`src/rtl/fpp_pkg.sv`:
```
`timescale 1ns / 1ps

package fpp_pkg;

  // Field widths of the byte stream and the result item
  localparam int unsigned BYTE_W   = 8;
  localparam int unsigned STATUS_W = 2;
  localparam int unsigned LEN_W    = 7;
  localparam int unsigned CNT_W    = 16;

  // Packed stream widths
  localparam int unsigned OUT_DATA_W = 56;
  localparam int unsigned OUT_USER_W = 3;

  // Payload limit default and the modulus of the check sums
  localparam int unsigned MAX_PAYLOAD_DEF = 32;
  localparam logic [8:0]  MODULUS         = 9'd255;

  // Configuration register indexes
  localparam int unsigned CFG_IDX_W = 2;
  localparam logic [CFG_IDX_W-1:0] REG_START = 2'd0;
  localparam logic [CFG_IDX_W-1:0] REG_END   = 2'd1;

  // Configuration register reset values
  localparam logic [BYTE_W-1:0] START_BYTE_RST = 8'h02;
  localparam logic [BYTE_W-1:0] END_BYTE_RST   = 8'h03;

  // Result status codes
  typedef enum logic [STATUS_W-1:0] {
    ST_VALID   = 2'd0,
    ST_LEN_BIG = 2'd1,
    ST_BAD_SUM = 2'd2,
    ST_NO_END  = 2'd3
  } status_t;

  // Framing bytes handed from the register file to the parser
  typedef struct packed {
    logic [BYTE_W-1:0] start_byte;
    logic [BYTE_W-1:0] end_byte;
  } cfg_t;

  // Add a byte to a running sum modulo 255; the sum stays below twice the modulus
  function automatic logic [BYTE_W-1:0] add_mod(input logic [BYTE_W-1:0] a,
                                                input logic [BYTE_W-1:0] b);
    logic [8:0] s;
    s = {1'b0, a} + {1'b0, b};
    if (s >= MODULUS) begin
      s = s - MODULUS;
    end
    return s[BYTE_W-1:0];
  endfunction

endpackage

```
`src/rtl/fpp_buf.sv`:
```
`timescale 1ns / 1ps

module fpp_buf #(
  parameter int unsigned DEPTH = fpp_pkg::MAX_PAYLOAD_DEF,
  parameter int unsigned AW    = (DEPTH > 1) ? $clog2(DEPTH) : 1
) (
  input  logic                       clk,
  input  logic                       wr_en,
  input  logic [AW-1:0]              wr_addr,
  input  logic [fpp_pkg::BYTE_W-1:0] wr_data,
  input  logic                       rd_en,
  input  logic [AW-1:0]              rd_addr,
  output logic [fpp_pkg::BYTE_W-1:0] rd_data
);

  logic [fpp_pkg::BYTE_W-1:0] mem [DEPTH];

  // Write one payload byte
  always_ff @(posedge clk) begin
    if (wr_en) begin
      mem[wr_addr] <= wr_data;
    end
  end

  // Registered read, held until the next read
  always_ff @(posedge clk) begin
    if (rd_en) begin
      rd_data <= mem[rd_addr];
    end
  end

endmodule

```
`src/rtl/fpp_ctrl.sv`:
```
`timescale 1ns / 1ps

module fpp_ctrl #(
  parameter int unsigned MAX_PAYLOAD = fpp_pkg::MAX_PAYLOAD_DEF
) (
  input  logic                         clk,
  input  logic                         rst,
  input  fpp_pkg::cfg_t                cfg,
  input  logic                         in_valid,
  output logic                         in_ready,
  input  logic [fpp_pkg::BYTE_W-1:0]   in_byte,
  output logic                         out_valid,
  input  logic                         out_ready,
  output fpp_pkg::status_t             out_status,
  output logic [fpp_pkg::BYTE_W-1:0]   out_command,
  output logic [fpp_pkg::LEN_W-1:0]    out_length,
  output logic [fpp_pkg::BYTE_W-1:0]   out_pbyte,
  output logic                         out_pvalid,
  output logic                         out_last,
  output logic [fpp_pkg::CNT_W-1:0]    good_count,
  output logic [fpp_pkg::CNT_W-1:0]    bad_count
);

  localparam int unsigned AW = (MAX_PAYLOAD > 1) ? $clog2(MAX_PAYLOAD) : 1;
  localparam logic [8:0]  MAX_LEN = 9'(MAX_PAYLOAD);

  typedef enum logic [3:0] {
    S_IDLE,
    S_CMD,
    S_LEN,
    S_DATA,
    S_CLO,
    S_CHI,
    S_END,
    S_RD,
    S_WAIT
  } state_t;

  state_t                        state;
  logic [fpp_pkg::BYTE_W-1:0]    command_reg;
  logic [fpp_pkg::LEN_W-1:0]     length_reg;
  logic [fpp_pkg::LEN_W-1:0]     byte_count;
  logic [fpp_pkg::LEN_W-1:0]     rd_idx;
  logic [15:0]                   received_check;
  logic [fpp_pkg::BYTE_W-1:0]    sum_low;
  logic [fpp_pkg::BYTE_W-1:0]    sum_high;

  logic                          in_fire;
  logic                          out_free;
  logic                          out_load;
  logic [fpp_pkg::BYTE_W-1:0]    sum_low_next;
  logic [fpp_pkg::BYTE_W-1:0]    sum_high_next;
  logic [fpp_pkg::LEN_W-1:0]     byte_count_next;
  logic [fpp_pkg::LEN_W-1:0]     rd_idx_next;
  logic                          len_big;
  logic [fpp_pkg::LEN_W-1:0]     len_sat;
  logic                          wr_en;
  logic                          rd_en;
  logic [fpp_pkg::BYTE_W-1:0]    rd_data;

  // Output slot is free when empty or drained this cycle
  assign out_free = !out_valid || out_ready;

  // Take bytes while parsing; result-producing positions need a free slot
  always_comb begin
    unique case (state)
      S_LEN, S_END:  in_ready = out_free;
      S_RD, S_WAIT:  in_ready = 1'b0;
      default:       in_ready = 1'b1;
    endcase
  end

  assign in_fire = in_valid && in_ready;

  // Check sums and counters for the current byte
  always_comb begin
    sum_low_next    = fpp_pkg::add_mod(sum_low, in_byte);
    sum_high_next   = fpp_pkg::add_mod(sum_high, sum_low_next);
    byte_count_next = byte_count + 7'd1;
    rd_idx_next     = rd_idx + 7'd1;
    len_big         = {1'b0, in_byte} > MAX_LEN;
    len_sat         = in_byte[7] ? 7'h7f : in_byte[fpp_pkg::LEN_W-1:0];
  end

  // Load a result on a rejected frame, an empty good frame or a replayed byte
  always_comb begin
    unique case (state)
      S_LEN:   out_load = in_fire && len_big;
      S_END:   out_load = in_fire && ((in_byte != cfg.end_byte) ||
                                      ({sum_high, sum_low} != received_check) ||
                                      (length_reg == '0));
      S_WAIT:  out_load = out_free;
      default: out_load = 1'b0;
    endcase
  end

  // Payload memory: fill during the data phase, read back on replay
  assign wr_en = in_fire && (state == S_DATA);
  assign rd_en = (state == S_RD);

  fpp_buf #(
    .DEPTH (MAX_PAYLOAD),
    .AW    (AW)
  ) u_buf (
    .clk     (clk),
    .wr_en   (wr_en),
    .wr_addr (byte_count[AW-1:0]),
    .wr_data (in_byte),
    .rd_en   (rd_en),
    .rd_addr (rd_idx[AW-1:0]),
    .rd_data (rd_data)
  );

  // Parser state, sums, counters and the output register
  always_ff @(posedge clk) begin
    if (rst) begin
      state          <= S_IDLE;
      out_valid      <= 1'b0;
      good_count     <= '0;
      bad_count      <= '0;
      command_reg    <= '0;
      length_reg     <= '0;
      byte_count     <= '0;
      rd_idx         <= '0;
      received_check <= '0;
      sum_low        <= '0;
      sum_high       <= '0;
    end else begin
      if (out_load) begin
        out_valid <= 1'b1;
      end else if (out_ready) begin
        out_valid <= 1'b0;
      end
      unique case (state)
        S_IDLE: begin
          if (in_fire && (in_byte == cfg.start_byte)) begin
            state          <= S_CMD;
            command_reg    <= '0;
            length_reg     <= '0;
            byte_count     <= '0;
            received_check <= '0;
            sum_low        <= '0;
            sum_high       <= '0;
          end
        end
        S_CMD: begin
          if (in_fire) begin
            command_reg <= in_byte;
            sum_low     <= sum_low_next;
            sum_high    <= sum_high_next;
            state       <= S_LEN;
          end
        end
        S_LEN: begin
          if (in_fire) begin
            if (len_big) begin
              // Reject oversize length right away
              bad_count   <= bad_count + 16'd1;
              out_status  <= fpp_pkg::ST_LEN_BIG;
              out_command <= command_reg;
              out_length  <= len_sat;
              out_pbyte   <= '0;
              out_pvalid  <= 1'b0;
              out_last    <= 1'b1;
              state       <= S_IDLE;
            end else begin
              length_reg <= in_byte[fpp_pkg::LEN_W-1:0];
              sum_low    <= sum_low_next;
              sum_high   <= sum_high_next;
              byte_count <= '0;
              state      <= (in_byte == '0) ? S_CLO : S_DATA;
            end
          end
        end
        S_DATA: begin
          if (in_fire) begin
            sum_low    <= sum_low_next;
            sum_high   <= sum_high_next;
            byte_count <= byte_count_next;
            if (byte_count_next >= length_reg) begin
              state <= S_CLO;
            end
          end
        end
        S_CLO: begin
          if (in_fire) begin
            received_check[7:0] <= in_byte;
            state               <= S_CHI;
          end
        end
        S_CHI: begin
          if (in_fire) begin
            received_check[15:8] <= in_byte;
            state                <= S_END;
          end
        end
        S_END: begin
          if (in_fire) begin
            out_command <= command_reg;
            out_length  <= length_reg;
            out_pbyte   <= '0;
            out_pvalid  <= 1'b0;
            out_last    <= 1'b1;
            if (in_byte != cfg.end_byte) begin
              bad_count  <= bad_count + 16'd1;
              out_status <= fpp_pkg::ST_NO_END;
              state      <= S_IDLE;
            end else if ({sum_high, sum_low} != received_check) begin
              bad_count  <= bad_count + 16'd1;
              out_status <= fpp_pkg::ST_BAD_SUM;
              state      <= S_IDLE;
            end else begin
              good_count <= good_count + 16'd1;
              out_status <= fpp_pkg::ST_VALID;
              if (length_reg == '0) begin
                state <= S_IDLE;
              end else begin
                rd_idx <= '0;
                state  <= S_RD;
              end
            end
          end
        end
        S_RD: begin
          state <= S_WAIT;
        end
        S_WAIT: begin
          // Load one replayed byte once the slot frees up
          if (out_free) begin
            out_pbyte  <= rd_data;
            out_pvalid <= 1'b1;
            out_last   <= (rd_idx_next == length_reg);
            if (rd_idx_next == length_reg) begin
              state <= S_IDLE;
            end else begin
              rd_idx <= rd_idx_next;
              state  <= S_RD;
            end
          end
        end
        default: begin
          state <= S_IDLE;
        end
      endcase
    end
  end

  // No byte is taken while a frame replays
  a_no_input_on_replay: assert property (@(posedge clk) disable iff (rst)
    (state == S_RD || state == S_WAIT) |-> !in_ready)
    else $error("input taken during replay");

  // Counters hold while a result waits at the output
  a_counts_hold_on_stall: assert property (@(posedge clk) disable iff (rst)
    (out_valid && !out_ready) |=> ($stable(good_count) && $stable(bad_count)))
    else $error("frame counter moved under a stalled result");

  // Data phase never runs past the frame length
  a_fill_in_range: assert property (@(posedge clk) disable iff (rst)
    (state == S_DATA) |-> (byte_count < length_reg))
    else $error("payload fill past frame length");

  // Replay reads stay inside the written part of the buffer
  a_replay_in_range: assert property (@(posedge clk) disable iff (rst)
    (state == S_RD || state == S_WAIT) |-> (rd_idx < length_reg))
    else $error("replay read past frame length");

endmodule

```
`src/rtl/framed_packet_parser_fletcher16.sv`:
```
`timescale 1ns / 1ps

// Framed packet parser with a Fletcher-16 check. Bytes enter on the slave
// stream one per transfer: the parser hunts for the start byte, then takes a
// command byte, a length byte (at most MAX_PAYLOAD), the payload, the check
// value low then high byte, and the end byte; the two sums run modulo 255 over
// command, length and payload. While parsing, one byte is taken every cycle,
// but the length and end positions wait for a free output slot. A good frame
// is replayed from the payload memory as one result per payload byte (tlast
// on the final one), or as a single result when empty; each byte passes the
// registered payload memory read, then the output register load, and no byte
// is taken until the replay ends. A rejected frame gives one error result.
// Results sit in one output register, so bytes keep flowing while a result
// waits. The payload memory needs no clearing after reset. The user writes
// the framing bytes through the configuration channel only while the block
// is idle; the block itself does not enforce it.
module framed_packet_parser_fletcher16 #(
  parameter int unsigned MAX_PAYLOAD = fpp_pkg::MAX_PAYLOAD_DEF
) (
  input  logic                             clk,
  input  logic                             rst,
  // configuration write channel
  input  logic                             cfg_valid,
  output logic                             cfg_ready,
  input  logic [fpp_pkg::CFG_IDX_W-1:0]    cfg_index,
  input  logic [fpp_pkg::BYTE_W-1:0]       cfg_data,
  // received bytes
  input  logic                             s_axis_tvalid,
  output logic                             s_axis_tready,
  input  logic [fpp_pkg::BYTE_W-1:0]       s_axis_tdata,   // [7:0] rx_byte
  // parse results
  output logic                             m_axis_tvalid,
  input  logic                             m_axis_tready,
  // [7:0] frame_command, [14:8] frame_length, [22:15] payload_byte,
  // [38:23] good_frames, [54:39] bad_frames, [55] zero
  output logic [fpp_pkg::OUT_DATA_W-1:0]   m_axis_tdata,
  output logic [fpp_pkg::OUT_USER_W-1:0]   m_axis_tuser,   // [1:0] status, [2] payload_valid
  output logic                             m_axis_tlast
);

  fpp_pkg::cfg_t                   cfg;
  fpp_pkg::status_t                out_status;
  logic [fpp_pkg::BYTE_W-1:0]      out_command;
  logic [fpp_pkg::LEN_W-1:0]       out_length;
  logic [fpp_pkg::BYTE_W-1:0]      out_pbyte;
  logic                            out_pvalid;
  logic [fpp_pkg::CNT_W-1:0]       good_count;
  logic [fpp_pkg::CNT_W-1:0]       bad_count;

  assign cfg_ready = 1'b1;

  // Framing byte registers
  always_ff @(posedge clk) begin
    if (rst) begin
      cfg.start_byte <= fpp_pkg::START_BYTE_RST;
      cfg.end_byte   <= fpp_pkg::END_BYTE_RST;
    end else if (cfg_valid && cfg_ready) begin
      unique case (cfg_index)
        fpp_pkg::REG_START: cfg.start_byte <= cfg_data;
        fpp_pkg::REG_END:   cfg.end_byte   <= cfg_data;
        default: ;
      endcase
    end
  end

  fpp_ctrl #(
    .MAX_PAYLOAD (MAX_PAYLOAD)
  ) u_ctrl (
    .clk         (clk),
    .rst         (rst),
    .cfg         (cfg),
    .in_valid    (s_axis_tvalid),
    .in_ready    (s_axis_tready),
    .in_byte     (s_axis_tdata),
    .out_valid   (m_axis_tvalid),
    .out_ready   (m_axis_tready),
    .out_status  (out_status),
    .out_command (out_command),
    .out_length  (out_length),
    .out_pbyte   (out_pbyte),
    .out_pvalid  (out_pvalid),
    .out_last    (m_axis_tlast),
    .good_count  (good_count),
    .bad_count   (bad_count)
  );

  // Pack the result fields, lowest first
  assign m_axis_tdata = {1'b0, bad_count, good_count, out_pbyte, out_length, out_command};
  assign m_axis_tuser = {out_pvalid, out_status};

endmodule
```
`config.mk`:
```
export PLATFORM = sky130hd
export DESIGN_NAME = framed_packet_parser_fletcher16
export DESIGN_NICKNAME = d
export VERILOG_FILES = /design/src/rtl/fpp_pkg.sv /design/src/rtl/fpp_buf.sv /design/src/rtl/fpp_ctrl.sv /design/src/rtl/framed_packet_parser_fletcher16.sv
export SDC_FILE = /design/constraint.sdc
export NUM_CORES = 1
export LEC_CHECK = 0
export BUFFER_PORTS_ARGS = -buffer_cell sky130_fd_sc_hd__buf_2
export CELL_PAD_IN_SITES_DETAIL_PLACEMENT = 1
export CELL_PAD_IN_SITES_GLOBAL_PLACEMENT = 1
export CORE_MARGIN = 2
export CORE_UTILIZATION = 46
export CTS_CLUSTER_DIAMETER = 80
export DETAILED_ROUTE_END_ITERATION = 10
export HOLD_SLACK_MARGIN = 0.03
export PLACE_DENSITY_LB_ADDON = 0.1
export SKIP_LAST_GASP = 1
export SYNTH_ARGS = -nofsm -noshare
export SYNTH_HDL_FRONTEND = slang
export SYNTH_SLANG_ARGS = --single-unit
```
`constraint.sdc`:
```
create_clock -name clk -period 5.12 [get_ports clk]
set_input_delay 0.256 -clock clk [delete_from_list [all_inputs] [get_ports clk]]
set_output_delay 0.256 -clock clk [all_outputs]
set_load 0.02 [all_outputs]
```
# Word level (Yosys, flattened, before mapping)
# Memory sizes are Yosys's and may differ from the RTL's. A register that Yosys moved wholly into a read port is not among the register bits.
# Index checks and enable logic that the tools add are counted.
[op_classes]
n_addsub = 8
order_cmp = 4
n_eq_ne = 30
mux = 89
bitwise = 3
n_reduce_logical = 40
[ops]
columns = ["operator", "count"]
rows = [
  ["$mux W8", 17],
  ["$mux W7", 16],
  ["$mux W16", 6],
  ["$pmux W8 S3", 3],
  ["$pmux W8 S2", 4],
  ["$mux W4", 12],
  ["$pmux W7 S2", 3],
  ["$pmux W4 S9", 1],
  ["$add A16 B1 Y16 const B", 2],
  ["$pmux W16 S2", 1],
  ["$pmux W7 S3", 1],
  ["$ne A2 B1 Y1 const B", 10],
  ["$reduce_and A5 Y1", 4],
  ["$add A8 B8 Y9", 2],
  ["$ge A9 B8 Y1 const B", 2],
  ["$eq A4 B3 Y1 const B", 4],
  ["$ne A16 B16 Y1", 1],
  ["$sub A8 B8 Y8 const B", 2],
  ["$add A7 B1 Y7 const B", 2],
  ["$reduce_bool A2 Y1", 7],
  ["$mux W1", 12],
  ["$ne A2 B2 Y1 const B", 6],
  ["$mux W2", 5],
  ["$mux W3", 3],
  ["29 further kinds", 48],
]
[totals]
reg_bits = 141
mem_bits_rw = 256
input_bits = 23
output_inout_bits = 63
word_cells = 195
memories = 1
[memory_table]
columns = ["name", "words", "width", "rd", "rd_clocked_by_memory_dff", "wr", "line_no", "text"]
rows = [
  ["u_ctrl.u_buf.mem", 32, 8, 1, 1, 1, "fpp_buf.sv:16", "logic [fpp_pkg::BYTE_W-1:0] mem [DEPTH];"],
]

# Logic depth before layout (Yosys ltp)
# Gate-level depths: netlist of the first run.
[depth]
word_depth = 9
ltp_mapped = 18
mapped_depth_nobuf = 18

# Cells and area by module
# Synthesis of the first run repeated with hierarchy kept, for this count alone.
[hier_totals]
cells_unflattened = 1339
hier_area_um2 = 18406.4
[modules_own_cells]
columns = ["mod", "instances", "cells_each", "area_each_um2", "seq_area_each_um2"]
rows = [
  ["fpp_buf", 1, 417, 10133.5, 7927.6],
  ["fpp_ctrl", 1, 852, 7556.0, 2772.7],
  ["framed_packet_parser_fletcher16", 1, 70, 716.9, 320.3],
]

# Least setup slack after synthesis of the first run
# OpenSTA, ideal clock, no wires.
[synth_path]
path_kind = "register to register"
from = "register u_ctrl.sum_low[0] (netlist name)"
to = "register u_ctrl.sum_high[5] (netlist name)"
setup_time_ps = 117
arrival_ps = 4725
required_time_ps = 5003
path_slack_ps = 278
path_stages_with_launch = 19
n_path_buf = 0
synth_period_minus_slack_ps = 4842
path_cell_list = "dfxtp_1 -> ha_1 -> fa_1 -> a211oi_1 -> o21ai_0 -> nand3_1 -> nand2_2 -> o41ai_4 -> xor2_1 -> ha_1 -> inv_1 -> fa_1 -> nor2b_4 -> o31a_1 -> nor2_1 -> o31ai_1 -> a31oi_2 -> or4_1 -> a32o_1"
[synth_between]
elab_chain_len = 9
word_cells_on_any_way = 12
classes_between = "add/sub: 4; order compare: 2; mux: 6"
[synth_lines]
columns = ["element", "line_no", "text"]
rows = [
  ["from (decl)", "fpp_ctrl.sv:45", "logic [fpp_pkg::BYTE_W-1:0] sum_low;"],
  ["from (signal assigned)", "fpp_ctrl.sv:149", "sum_low <= sum_low_next;"],
  ["from (signal assigned)", "fpp_ctrl.sv:168", "sum_low <= sum_low_next;"],
  ["from (signal assigned)", "fpp_ctrl.sv:177", "sum_low <= sum_low_next;"],
  ["$add A8 B8 Y9 (*)", "fpp_pkg.sv:46", "s = {1'b0, a} + {1'b0, b};"],
  ["$sub A8 B8 Y8 / $ge A9 B8 Y1 (equally long branches)", "fpp_pkg.sv:48, fpp_pkg.sv:47", ""],
  ["$mux W8 (*)", "fpp_pkg.sv:47", "if (s >= MODULUS) begin"],
  ["$add A8 B8 Y9 (*)", "fpp_pkg.sv:46", ""],
  ["$sub A8 B8 Y8 / $ge A9 B8 Y1 (equally long branches)", "fpp_pkg.sv:48, fpp_pkg.sv:47", ""],
  ["$mux W8 (*)", "fpp_pkg.sv:47", ""],
  ["$mux W8", "fpp_ctrl.sv:156", "if (len_big) begin"],
  ["$mux W8", "fpp_ctrl.sv:155", "if (in_fire) begin"],
  ["$pmux W8 S3 (*)", "fpp_ctrl.sv:134", "unique case (state)"],
  ["to (signal assigned)", "fpp_ctrl.sv:150", "sum_high <= sum_high_next;"],
  ["to (signal assigned)", "fpp_ctrl.sv:169", "sum_high <= sum_high_next;"],
  ["to (signal assigned)", "fpp_ctrl.sv:178", "sum_high <= sum_high_next;"],
  ["to (decl)", "fpp_ctrl.sv:46", "logic [fpp_pkg::BYTE_W-1:0] sum_high;"],
]
# Every way passes the cells marked *; elsewhere a longest branch is shown, timed or not. The select of a mux whose other input is x is not followed.
# A chain may end at the register's enable or synchronous reset.

# Worst setup path after layout of the first run
[layout_path]
from = "register u_ctrl.sum_low[2] (netlist name)"
to = "register u_ctrl.sum_high[5] (netlist name)"
# Same word-level chain as after synthesis.

==> impl_metrics.ini, run 1 <==
[routing]
vias_per_cell = 5.79
dr.pass1.iters = 5
wl_mm = 46.5
ant_nets = 0
num_vias = 11585
post_drt_wl_per_cell_um = 23.2
drcViolationCount = 0
first_iter_violations = 731

[final_layout]
largest_register_ffs = 256
num-fill-cells = 3868
instances_no_fill = 2002
fin_nets = 1511
drive_gt1_share_pct = 21.5
max_flop_register = u_ctrl.u_buf.mem
utilization_pct = 53.4
area_growth_pct = 14.2

[synthesis]
yosysTopAreaCellShare_pct = 48.1
netlist-cell-type-count = 87
synth_top_cells_by_count = 291 x edfxtp_1, 116 x nor2_1, 114 x dfxtp_1, 84 x nand2_1, 80 x mux4_2
synth.area.top_cells = edfxtp_1 48%, dfxtp_1 13%, mux4_2 9.9%
mappedNetlistArea_sq_um = 18200
synthesis.nets = 1411
synth-edff-count = 291
synth-warning-count = 0
async_flop_share_pct = 0
yosys.area.top_type = edfxtp_1
ys.flop_type = edfxtp_1
synth_seq_cells = 405
yosysSeqAreaShare_pct = 60.7
avgSynthCellArea_sq_um = 13.4
synth_most_common_cell = edfxtp_1
synth_cells = 1353

[pwr]
p_sw_share_pct = 21.5
p_seq_share_pct = 51.1
p_int_mw = 5.40
leakagePower_nw = 6.97
share_comb_of_total_power_pct = 3.3
power_density_nw_per_um2 = 332
power.switching_mw = 1.48
clockPowerShare_pct = 45.6
vdd_ir_drop_max_v = 0.000209

[clock_tree]
cts_root_buf = clkbuf_16
htree_levels = 2
clk_pin_slew_ns = 0.06
cts_buffer_depth = 3
cts_sinks = 405
cts_tree = yes
cts_buffers = 44
worst_skew_pair.late_latency_ns = 0.57

[worst_setup_path]
criticalPathCategory = reg2reg
cp_data_arrival_time_ns = 5.30
timing.rr.start = u_ctrl.sum_low[2]
worstSetupStartpointType = flip-flop
cpMostUsedCell = ha_1
path_cells = ha_1 > o21ai_1 > o2111ai_1 > or3b_2 > nand2_2 > o41ai_4 > buf_6 > xor2_1 > ha_1 > inv_1 > fa_2 > nor2b_4 > o31a_1 > or4b_4 > nand3_2 > a31oi_2 > or4_1 > a32o_1
r2r-end = u_ctrl.sum_high[5]
startpoint = u_ctrl.sum_low[2]
r2r_setup_slack_ns = 0.29
slowest_delay_ns = 0.54
worstPathMaxFanout = 8
cp_slowest_cell = or3b_2
rr_worst_depth = 18
critPathCaptureType = flip-flop
cp_data_required_time_ns = 5.58

[sta]
final.period_utilization_pct = 94.4
finalHoldViolations = 0
min_period_ns = 4.83
relSlewSlack_pct = 18.7
whs_ns = 0.137
slew_violations = 0
clock_skew_ns = 0.0152
fmax_mhz = 207
setup_viol = 0
tightest_slew_ns = 1.21
rsz0062_at_grt = false

[grt]
grt_pass1_wl_mm = 72.6
grt_pass1_vias = 12223
overflow = 0
antenna_found_initial = 1
grt_max_degree = 66
grt_usage_pct = 23.2

[place]
placed_cells = 1913
routabilityCongestion = 0.826
port-buffer-count = 83
dp_hpwl_mm = 30.5

[outcome]
status = finished clean

[floorplanning]
dieArea_sq_um = 41100
rows = 72
die_w_um = 203
dieHeight_um = 203
core_area_sq_um = 38800
initial_core_util_pct = 46.8
pin_count = 86

[worst_hold_path]
min_to = u_ctrl.bad_count[11]
hold_start = rst
whs_path_depth = 2
hold_path.class = in2reg

[job]
cap_violations = 0
==> critical path: cells and delay by family, from the launching register on <==
family          cells  cell delay (ns)
compound gates      6             1.21
xor+xnor            1             0.16
fa+ha+maj           3             0.92
buf+inv             2             0.23
flops               1             0.34
simple gates        6             1.86
==> power groups by stage <==
| stage | registers (mW) | logic (mW) | clock network, mW |
|---|---|---|---|
| 2_1_floorplan | 3.58 | 0.119 | 0 |
| 5_1_grt | 3.51 | 0.249 | 3.32 |
| 6_report | 3.51 | 0.226 | 3.14 |
| 3_5_place_dp | 3.58 | 0.216 | 0 |
| 4_1_cts | 3.51 | 0.223 | 3.21 |
| 3_3_place_gp | 3.58 | 0.209 | 0 |
==> worst max path at each step <==
stage | endpoint | slack [ns] | cells past startpoint
3_5_place_dp | u_ctrl.sum_high[5] | -0.08 | 19
4_1_cts | u_ctrl.sum_high[5] | 0.04 | 18
2_1_floorplan | u_ctrl.sum_high[5] | 0.28 | 18
5_1_grt | u_ctrl.sum_high[5] | 0.003 | 18
6_report | u_ctrl.sum_high[5] | 0.29 | 18
3_3_place_gp | u_ctrl.sum_high[5] | 0.06 | 19
==> layout make-up <==
class,count,area (sq um),share of cell area [%]
antenna,1,2.50,0.0121
clock buffer,50,1140,5.52
clock inverter,26,260,1.26
inverter,38,143,0.688
multi-input combinational,840,6750,32.6
sequential,405,11000,53.2
tap,518,648,3.13
timing repair buffer,124,752,3.63
==> cell families (layout without fill, tap and decap cells) <==
family | count (synthesis) | in the layout | synth area share [%]
compound gates | 191 | 191 | 6.89
xor+xnor | 76 | 76 | 3.67
fa+ha+maj | 35 | 35 | 2.49
buf+inv | 108 | 238 | 2.49
flops | 405 | 405 | 60.7
mux | 113 | 113 | 11.8
other cells | 2 | 3 | 0.0414
simple gates | 423 | 423 | 11.9
==> through the flow <==
step	TNS, ns	power (mW)	area, sq um	setup WS (ns)
global route	0	7.08	20700	0.00310
CTS	0	6.95	20700	0.0441
detailed placement	-0.0820	3.80	19200	-0.0820
global placement	0	3.79	19200	0.0580
floorplan	0	3.70	18200	0.278
finish	0	6.87	20700	0.285
==> cells in the final DEF (no fill, tap or decap), types with 5 or more instances in the layout <==
cell,count
xnor2_1,48
o21ai_0,42
inv_1,36
nand3_1,61
and4_1,7
dlygate4sd3_1,9
nor3_1,21
a21o_1,9
xor2_1,27
buf_2,82
mux2_2,12
clkinv_1,7
edfxtp_1,291
dfxtp_1,112
nor3b_1,6
nand4_1,24
nor4_1,7
or4_1,10
and2_1,13
clkbuf_1,5
mux4_2,80
or3_1,13
nor2b_1,6
a211o_1,5
and3_1,15
buf_4,32
a21oi_1,70
nor2_1,116
clkbuf_16,45
ha_1,32
a211oi_1,5
nand2_1,84
mux2i_1,19
nand2b_1,8
clkinv_2,10
==> timing repair <==
action,4_1_cts,5_1_grt
hold buffers,9,0
buffers inserted,0,3
endpoints found under the hold margin,17,0
resized for setup,2,12
endpoints found under the setup margin,1,6
pin swaps,0,3
==> layer usage <==
metal | track usage, % | wire [um]
met1 | 31.8 | 20700
met2 | 38.6 | 22600
met3 | 3.53 | 2200
met4 | 7.01 | 1090
met5 | 0 | 0
Note: power is estimated with default switching activity, not from simulation.
==> run 2: changes to the inputs <==
ABC_AREA = 1   (was not set)
CORE_UTILIZATION = 44   (was 46)
==> impl_metrics.ini, run 2 <==
[outcome]
status = finished clean

[final_layout]
num-fill-cells = 4748
largest_register_ffs = 256
drive_gt1_share_pct = 11.2
fin_nets = 2070
area_growth_pct = 12.9
layout_common_cells = 314 x nand2_1, 291 x edfxtp_1, 278 x nor2_1
antenna_cells = 0
layout_commonest_cell = nand2_1
max_flop_register = u_ctrl.u_buf.mem

[routing]
vias_per_cell = 5.57
wl_mm = 55.0
num_vias = 14386
post_drt_wl_per_cell_um = 21.3
first_iter_violations = 722
ant_nets = 0
drcViolationCount = 0
dr.pass1.iters = 5

[grt]
grt_usage_pct = 25.4
gr-usage-met3_pct = 3.90
antenna_found_initial = 0
overflow = 0
grt_max_degree = 71
gr-usage-met1_pct = 31.7
grt_pass1_wl_mm = 86.5
busiest_layer = met2
grtUsageMet2_pct = 45.1
grt_pass1_vias = 15195

[worst_setup_path]
cp_data_required_time_ns = 5.62
criticalPathCategory = reg2reg
timing.rr.start = u_ctrl.sum_low[0]
r2r_setup_slack_ns = 0.51
critPathCaptureType = flip-flop
rr_worst_depth = 26
r2r-end = u_ctrl.sum_high[1]
cp_data_arrival_time_ns = 5.11
worstSetupStartpointType = flip-flop
worstPathMaxFanout = 12

[sta]
min_period_ns = 4.61
relSlewSlack_pct = 35.9
slew_violations = 0
fmax_mhz = 217
setup_viol = 0
finalHoldViolations = 0
rsz0062_at_grt = false
final.period_utilization_pct = 90.1
tightest_slew_ns = 0.960
clock_skew_ns = 0.0261
fin_ws_ns = 0.506
tns_ns = 0

[worst_hold_path]
whs_path_depth = 4
hold_start = m_axis_tready
hold_path.class = in2reg
min_to = u_ctrl.out_valid

[floorplanning]
rows = 75
dieHeight_um = 210
core_area_sq_um = 41900
die_w_um = 210
pin_count = 86
dieArea_sq_um = 44200
initial_core_util_pct = 44.6

[clock_tree]
htree_levels = 2
cts_tree = yes
cts_buffer_depth = 3
clk_pin_slew_ns = 0.06
worst_skew_pair.late_latency_ns = 0.58
cts_sinks = 405
cts_buffers = 45
cts_root_buf = clkbuf_16

[synthesis]
yosys.area.top_type = edfxtp_1
synth-edff-count = 291
synth_seq_cells = 405
synth_most_common_cell = nand2_1
synth.area.top_cells = edfxtp_1 47%, dfxtp_1 12%, nand2_1 6.3%
avgSynthCellArea_sq_um = 9.64
synthesis.nets = 1999
ys.flop_type = edfxtp_1
yosysTopAreaCellShare_pct = 46.7
synth-warning-count = 0
yosysSeqAreaShare_pct = 58.9
netlist-cell-type-count = 51
synth_top_cells_by_count = 316 x nand2_1, 291 x edfxtp_1, 280 x nor2_1, 180 x o21ai_0, 142 x inv_1
synth_cells = 1941
async_flop_share_pct = 0
mappedNetlistArea_sq_um = 18700

[pwr]
leakagePower_nw = 7.88
share_comb_of_total_power_pct = 2.9
p_int_mw = 5.41
p_seq_share_pct = 51.0
power_density_nw_per_um2 = 326
power.switching_mw = 1.48
vdd_ir_drop_max_v = 0.000250
clockPowerShare_pct = 46.1
p_sw_share_pct = 21.4

[place]
pre_cts_slack_ns = 0.165
routabilityCongestion = 0.842
port-buffer-count = 83
dp_hpwl_mm = 35.9

[job]
cap_violations = 0
## run 2: changes by cell type after synthesis, sizes merged, moves of 48 or more
cell / previous run / this run
inv: 38 / 153
o221ai: 2 / 50
mux4: 80 / 0
a21oi: 71 / 121
nand2: 85 / 326
o21ai: 45 / 184
nand3: 63 / 129
nor2: 116 / 292
## run 2: power groups by stage
| stage | Combinational (mW) | Sequential [mW] | Clock, mW |
|---|---|---|---|
| after global routing | 0.222 | 3.51 | 3.37 |
| final | 0.198 | 3.51 | 3.17 |
| after global placement | 0.188 | 3.58 | 0 |
| after CTS | 0.201 | 3.51 | 3.24 |
| after detailed placement | 0.194 | 3.58 | 0 |
| after floorplan | 0.102 | 3.58 | 0 |
## run 2: timing repair
action	4_1_cts	5_1_grt
buffers inserted	0	0
gates resized for setup	0	7
hold buffers	9	0
endpoints found under the hold margin	16	0
setup endpoints to repair	0	7
## run 2: critical path, stage by stage (launching register included)
cell,delay (ns)
dfxtp_1,0.33
ha_1,0.21
fa_1,0.56
ha_1,0.22
nand4_1,0.15
nor2_1,0.16
nand3_1,0.11
inv_1,0.08
nand2_2,0.12
nand2_4,0.12
nand2_1,0.07
and2_1,0.14
ha_1,0.21
inv_1,0.08
fa_1,0.45
inv_1,0.11
ha_1,0.17
inv_1,0.05
nor2_1,0.17
nand3_1,0.10
nor2_1,0.19
nand3_1,0.18
nand3_4,0.17
nor2_1,0.08
nor2_1,0.11
nand2_1,0.07
a21oi_1,0.12
## run 2: logic make-up (layout without fill, tap and decap cells)
group | count (synthesis) | in the layout | synth area share (%)
buf+inv | 246 | 351 | 5.44
flops | 405 | 405 | 58.9
xor+xnor | 55 | 55 | 2.58
other cells | 2 | 2 | 0.0402
fa+ha+maj | 35 | 35 | 2.42
compound gates | 400 | 400 | 12.3
simple gates | 798 | 798 | 18.3
## run 2: worst max-delay path by stage
stage / from / end / slack, ns / cells past startpoint
final: u_ctrl.sum_low[0] / u_ctrl.sum_high[1] / 0.51 / 26
after global placement: s_axis_tdata[0] / u_ctrl.sum_high[3] / 0.38 / 28
after global routing: u_ctrl.sum_low[0] / u_ctrl.sum_high[1] / 0.05 / 28
after CTS: u_ctrl.sum_low[0] / u_ctrl.sum_high[1] / 0.16 / 26
after detailed placement: s_axis_tdata[0] / u_ctrl.sum_high[3] / 0.17 / 26
after floorplan: u_ctrl.sum_low[0] / u_ctrl.sum_high[3] / 0.93 / 27
## run 2: layer usage
metal / wire, um / share of wire (%)
met1: 23500 / 43
met4: 1680 / 3.0
met5: 0 / 0
met3: 2110 / 3.8
met2: 27700 / 50
## run 2: area by class of cell
type	instances	area [sq um]	area share (%)
Clock buffer	60	1230	5.84
Inverter	155	587	2.78
Timing Repair Buffer	115	678	3.21
Clock inverter	21	215	1.02
Sequential cell	405	11000	52.2
Multi-Input combinational cell	1290	6700	31.7
Tap cell	539	674	3.19
## run 2: metrics by stage
stage	hold WS (ns)	util, %	cells	power (mW)	cell area (sq um)
finish	0.0682	50.3	2585	6.89	21100
global route	0.0769	50.3	2585	7.10	21100
CTS	0.0305	50.3	2585	6.95	21100
detailed placement	0.425	46.6	2495	3.78	19600
global placement	0.424	46.6	2495	3.77	19600
floorplan	0.355	-	1941	3.69	18700
